**config.mk**
```make
export PLATFORM = sky130hd
export DESIGN_NAME = bhsf_ram
export DESIGN_NICKNAME = d
export VERILOG_FILES = /design/src/sv/bhsf_ram.sv
export SDC_FILE = /design/constraint.sdc
export NUM_CORES = 1
export LEC_CHECK = 0
export BUFFER_PORTS_ARGS = -buffer_cell sky130_fd_sc_hd__buf_4
export CAP_MARGIN = 10
export CORE_AREA = 2 2 93 112
export DETAILED_ROUTE_END_ITERATION = 10
export DIE_AREA = 0 0 95 114
export MAX_ROUTING_LAYER = met4
export PLACE_DENSITY = 0.73
export SLEW_MARGIN = 20
export SYNTH_ARGS = -nofsm -noshare
export SYNTH_HDL_FRONTEND = slang
export SYNTH_SLANG_ARGS = --single-unit
export TNS_END_PERCENT = 5
```
**constraint.sdc**
```tcl
create_clock -name clock -period 1.7 [get_ports clock]
set_clock_uncertainty 0.05 [all_clocks]
set_input_delay 0.085 -clock clock [delete_from_list [all_inputs] [get_ports clock]]
set_output_delay 0.085 -clock clock [all_outputs]
set_load 0.03 [all_outputs]
```
**src/sv/bhsf_ram.sv**
```systemverilog
// Generic single-write, single-read RAM with a registered read port.
`default_nettype none
module bhsf_ram #(
   parameter int WIDTH = 8,
   parameter int DEPTH = 16,
   localparam int AW = $clog2(DEPTH)
) (
   input  wire logic             clock,
   input  wire logic             we,
   input  wire logic [AW-1:0]    wr_addr,
   input  wire logic [WIDTH-1:0] wr_data,
   input  wire logic [AW-1:0]    rd_addr,
   output logic      [WIDTH-1:0] rd_data
);
   logic [WIDTH-1:0] mem [DEPTH];

   always_ff @(posedge clock) begin
      if (we) begin
         mem[wr_addr] <= wr_data;
      end
      rd_data <= mem[rd_addr];
   end
endmodule
`default_nettype wire

```
-- Word-level counts from Yosys, hierarchy flattened
Memories as Yosys holds them, arrays and structs flattened. A register that Yosys moved wholly into a read port is not among the register bits.
Index checks and enable logic that the tools add are counted.
- multiplexer cells: 2
- operator list (operator ; number):
    $mux W1 ; 2
- memory bits (writable): 128
- input port bits: 18
- register bits: 0
- output and inout bits: 8
- memories: 1
- memories (memory ; words ; width ; rd ports ; clocked after Yosys merged registers in ; wr ports ; line ; text):
    mem ; 16 ; 8 ; 1 ; 1 ; 1 ; 15 ; logic [WIDTH-1:0] mem [DEPTH];

-- Logic depth before layout (Yosys ltp)
- depth in word-level cells: 2
- mapped depth: 5
- depth with buffers taken out: 3

-- Least setup slack after synthesis
Ideal clock, no wire load.
- kind: input-to-reg
- from: in wr_addr[2]
- to: mem mem[0][0], enable pin
- library setup time: 0.383 ns
- data arrival time: 1.195 ns
- path buffers: 0
- path slack: 0.072 ns
- data required time: 1.267 ns
- cell stages on the path: 2
- cell sequence: or3b_2 > nor3_1
- RTL lines (what ; line ; text):
    start, declared ; 10 ; input wire logic [AW-1:0] wr_addr,
    end, declared ; 15 ;
No word-level cell before the write port.

-- Worst setup path after layout
- from: in wr_addr[0]
- to: mem mem[4][2], enable pin
No word-level cell before the write port.

==> out/metrics.json <==
{
  "yosys": {
    "post_synth_inst_count": 229,
    "syn_avg_cell_area_um2": 22.5,
    "mappedNetlistArea_um2": 5150,
    "synthesis.yosys.warnings": 0,
    "synthesized_netlist_net_count": 247,
    "post-synth-top-area-fraction_pct": 74.7,
    "seq_area_frac_synth_pct": 77.8,
    "yosys.area.top_type": "sky130_fd_sc_hd__edfxtp_1",
    "synthesis_stage_register_bit_count": 136,
    "synth.distinct_cells": 19,
    "netlist_top_cells_area": "sky130_fd_sc_hd__edfxtp_1 (75%), sky130_fd_sc_hd__mux4_2 (7.9%), sky130_fd_sc_hd__mux4_1 (7.1%)"
  },
  "critical_path": {
    "crit_path_max_fanout": 7,
    "worst_ep_required_time_ns": 1.77,
    "crit_arrival_ns": 1.58,
    "worst_setup_path_start_kind": "primary input",
    "criticalPathCategory": "primary input to flip-flop",
    "crit_path_end_kind": "flip-flop"
  },
  "power_and_ir_drop": {
    "power_leakage_uw": 0.00218,
    "peakVddDrop_mv": 0.697,
    "seq_power_share_pct": 49.1,
    "p_sw_uw": 1480,
    "power_frac_clock_pct": 45.2,
    "p_int_uw": 6220,
    "power.share.combinational_pct": 5.7,
    "power_per_cell_area_nw_per_um2": 1220,
    "switching_share_pct": 19.2
  },
  "timing": {
    "timing.final.hold_violations": 0,
    "timing_max_transition_violations_final": 0,
    "fmaxAchievable_ghz": 0.662,
    "slew_headroom_pct": 71.9,
    "final.period_utilization_pct": 88.8,
    "max_slew.worst_pin.slew_ns": 0.421,
    "worst_slack_ns": 0.191,
    "finalSetupViolations": 0,
    "fin_setup_tns_ns": 0,
    "grt_setup_unrepaired": "no",
    "final_period_minus_worst_setup_slack_ns": 1.51
  },
  "floorplanning": {
    "fp.dieH_um": 114,
    "placement_rows": 40,
    "core_um2": 9860,
    "top_level_ports": 26,
    "area_of_the_die_um2": 10800,
    "start_util_pct": 52.2,
    "dieWidth_um": 95
  },
  "route": {
    "postRouteAntennaNets": 0,
    "routed_wirelength_um": 10100,
    "vias_per_cell": 5.79,
    "vias": 2529,
    "route.detailed.drc": 0,
    "dr.pass1.iters": 4,
    "routedWlPerCell_um": 23.0,
    "drc_violation_total_after_the_first_tritonroute_iteration": 265
  },
  "cells_and_area": {
    "final_nets": 317,
    "layout.filler_cells": 644,
    "fin_util_pct": 63.9,
    "final_layout_size_suffix_gt1_share_pct": 29.9,
    "area.growth.synth_to_final_pct": 22.4,
    "antenna_cells": 0
  },
  "clock_tree": {
    "postCtsSetupRepairBufs": 0,
    "cts_made_buffers": 17,
    "root_buffer": "sky130_fd_sc_hd__clkbuf_16",
    "cts-resized-gates": 0,
    "tritoncts_clock_tree": "done",
    "path_clk_slew_ns": 0.05,
    "cts_num_sinks": 136,
    "cts_htree_levels": 4,
    "clkLatencyLatePin_ns": 0.41,
    "cts_buffer_depth": 2
  },
  "outcome": {
    "result_of_the_run": "finished clean"
  },
  "global_route": {
    "grt_start_max_net_pins": 23,
    "number_of_global_route_vias_before_repair": 2592,
    "groute.usage.overall_pct": 21.5,
    "grt_pass1_wl_um": 15300,
    "grt_antenna_before_repair": 0,
    "grt.overflow.total": 0
  },
  "place": {
    "place.port_buffers": 25,
    "place_ws_ns": 0.211,
    "finalWeightedCongestion": 0.777,
    "hpwlAfterDp_um": 6290
  },
  "flow_run": {
    "cap_viol_max_count": 0
  },
  "worst_hold_path": {
    "min-delay-path-class": "primary input to flip-flop"
  }
}
[flip-flops by register name, indices dropped and copies added, names as in the netlist]
name,count
rd_data,8
mem,128
[through the flow]
step	hold WS [ns]	area (um2)	total power, uW	std cells
global route	0.164	6300	7920	437
CTS	0.154	6300	7730	437
finish	0.170	6300	7700	437
global placement	0.338	5640	4250	396
floorplan	0.134	5150	4070	229
detailed placement	0.349	5640	4270	396
[power by group through the flow]
stage / sequential [uW] / clock, uW / combinational (uW)
after detailed placement: 3840 / 0 / 426
final: 3780 / 3480 / 439
after floorplan: 3880 / 0 / 190
after global placement: 3840 / 0 / 415
after CTS: 3780 / 3510 / 446
after global routing: 3780 / 3670 / 469
[worst paths after layout]
kind	slack, ns	cells past startpoint	startpoint	end
hold reg to reg	0.62	3	mem[14][1]	rd_data[1]
setup / recovery	0.19	4	wr_addr[0]	mem[4][2]
setup reg to reg	0.22	3	mem[0][0]	rd_data[0]
hold / removal	0.17	3	wr_addr[1]	mem[0][3]
[repair_timing]
action                                  CTS  global route
endpoints found under the hold margin   129             0
endpoints found under the setup margin    0             0
hold buffers                             10             0
[synth_stat cells, drive strengths merged]
cell           instances
nand3                  1
nand3b                 2
dfxtp                  8
edfxtp               128
nor2b                  1
and2b                  1
nor3                   4
nor2                  13
a22oi                 16
buf                    7
clkdlybuf4s25          3
nand2                  9
and2                   1
or3b                   1
mux4                  32
nand2b                 2
[placed cells by master, fill, tap and decap left out]
| cell | n |
|---|---|
| sky130_fd_sc_hd__clkbuf_8 | 3 |
| sky130_fd_sc_hd__bufinv_16 | 2 |
| sky130_fd_sc_hd__mux4_2 | 18 |
| sky130_fd_sc_hd__dlygate4sd3_1 | 10 |
| sky130_fd_sc_hd__buf_12 | 3 |
| sky130_fd_sc_hd__clkbuf_1 | 8 |
| sky130_fd_sc_hd__dfxtp_1 | 8 |
| sky130_fd_sc_hd__or3b_2 | 1 |
| sky130_fd_sc_hd__buf_4 | 48 |
| sky130_fd_sc_hd__clkinv_2 | 1 |
| sky130_fd_sc_hd__nor3_1 | 4 |
| sky130_fd_sc_hd__nor2b_1 | 1 |
| sky130_fd_sc_hd__edfxtp_1 | 128 |
| sky130_fd_sc_hd__nand2_1 | 9 |
| sky130_fd_sc_hd__and2_1 | 1 |
| sky130_fd_sc_hd__nand3b_1 | 2 |
| sky130_fd_sc_hd__and2b_1 | 1 |
| sky130_fd_sc_hd__nand3_1 | 1 |
| sky130_fd_sc_hd__nand2b_1 | 2 |
| sky130_fd_sc_hd__mux4_1 | 14 |
| sky130_fd_sc_hd__clkbuf_16 | 17 |
| sky130_fd_sc_hd__a22oi_1 | 16 |
| sky130_fd_sc_hd__nor2_1 | 13 |
[cell families (layout without fill, tap and decap cells)]
kind of cell           after synthesis  after routing  synth area share, %
AO/OA/AOI/OAI                       16             16                 2.33
AND/OR/NAND/NOR                     35             35                 3.18
buffers and inverters               10             92                 1.68
flip-flops                         136            136                 77.8
multiplexers                        32             32                 15.0
[metal layers]
| metal | part of all wire (%) | global-route usage (%) |
|---|---|---|
| met1 | 42 | 27.7 |
| met2 | 51 | 32.7 |
| met3 | 4.7 | 6.67 |
| met4 | 1.7 | 7.44 |
| met5 | 0 | - |
[cell type report]
type	count	area, um2	area share, %
sequential	136	4000	63.5
multi-input combinational	83	1060	16.8
timing repair buffer	61	520	8.26
clock buffer	28	497	7.88
tap	126	158	2.50
clock inverter	3	65.1	1.03
[critical path, stage by stage]
cell                            delay (ns)
sky130_fd_sc_hd__dlygate4sd3_1        0.53
sky130_fd_sc_hd__buf_4                0.16
sky130_fd_sc_hd__nor3_1               0.21
sky130_fd_sc_hd__dlygate4sd3_1        0.59
Power figures use the tool's default switching activity.
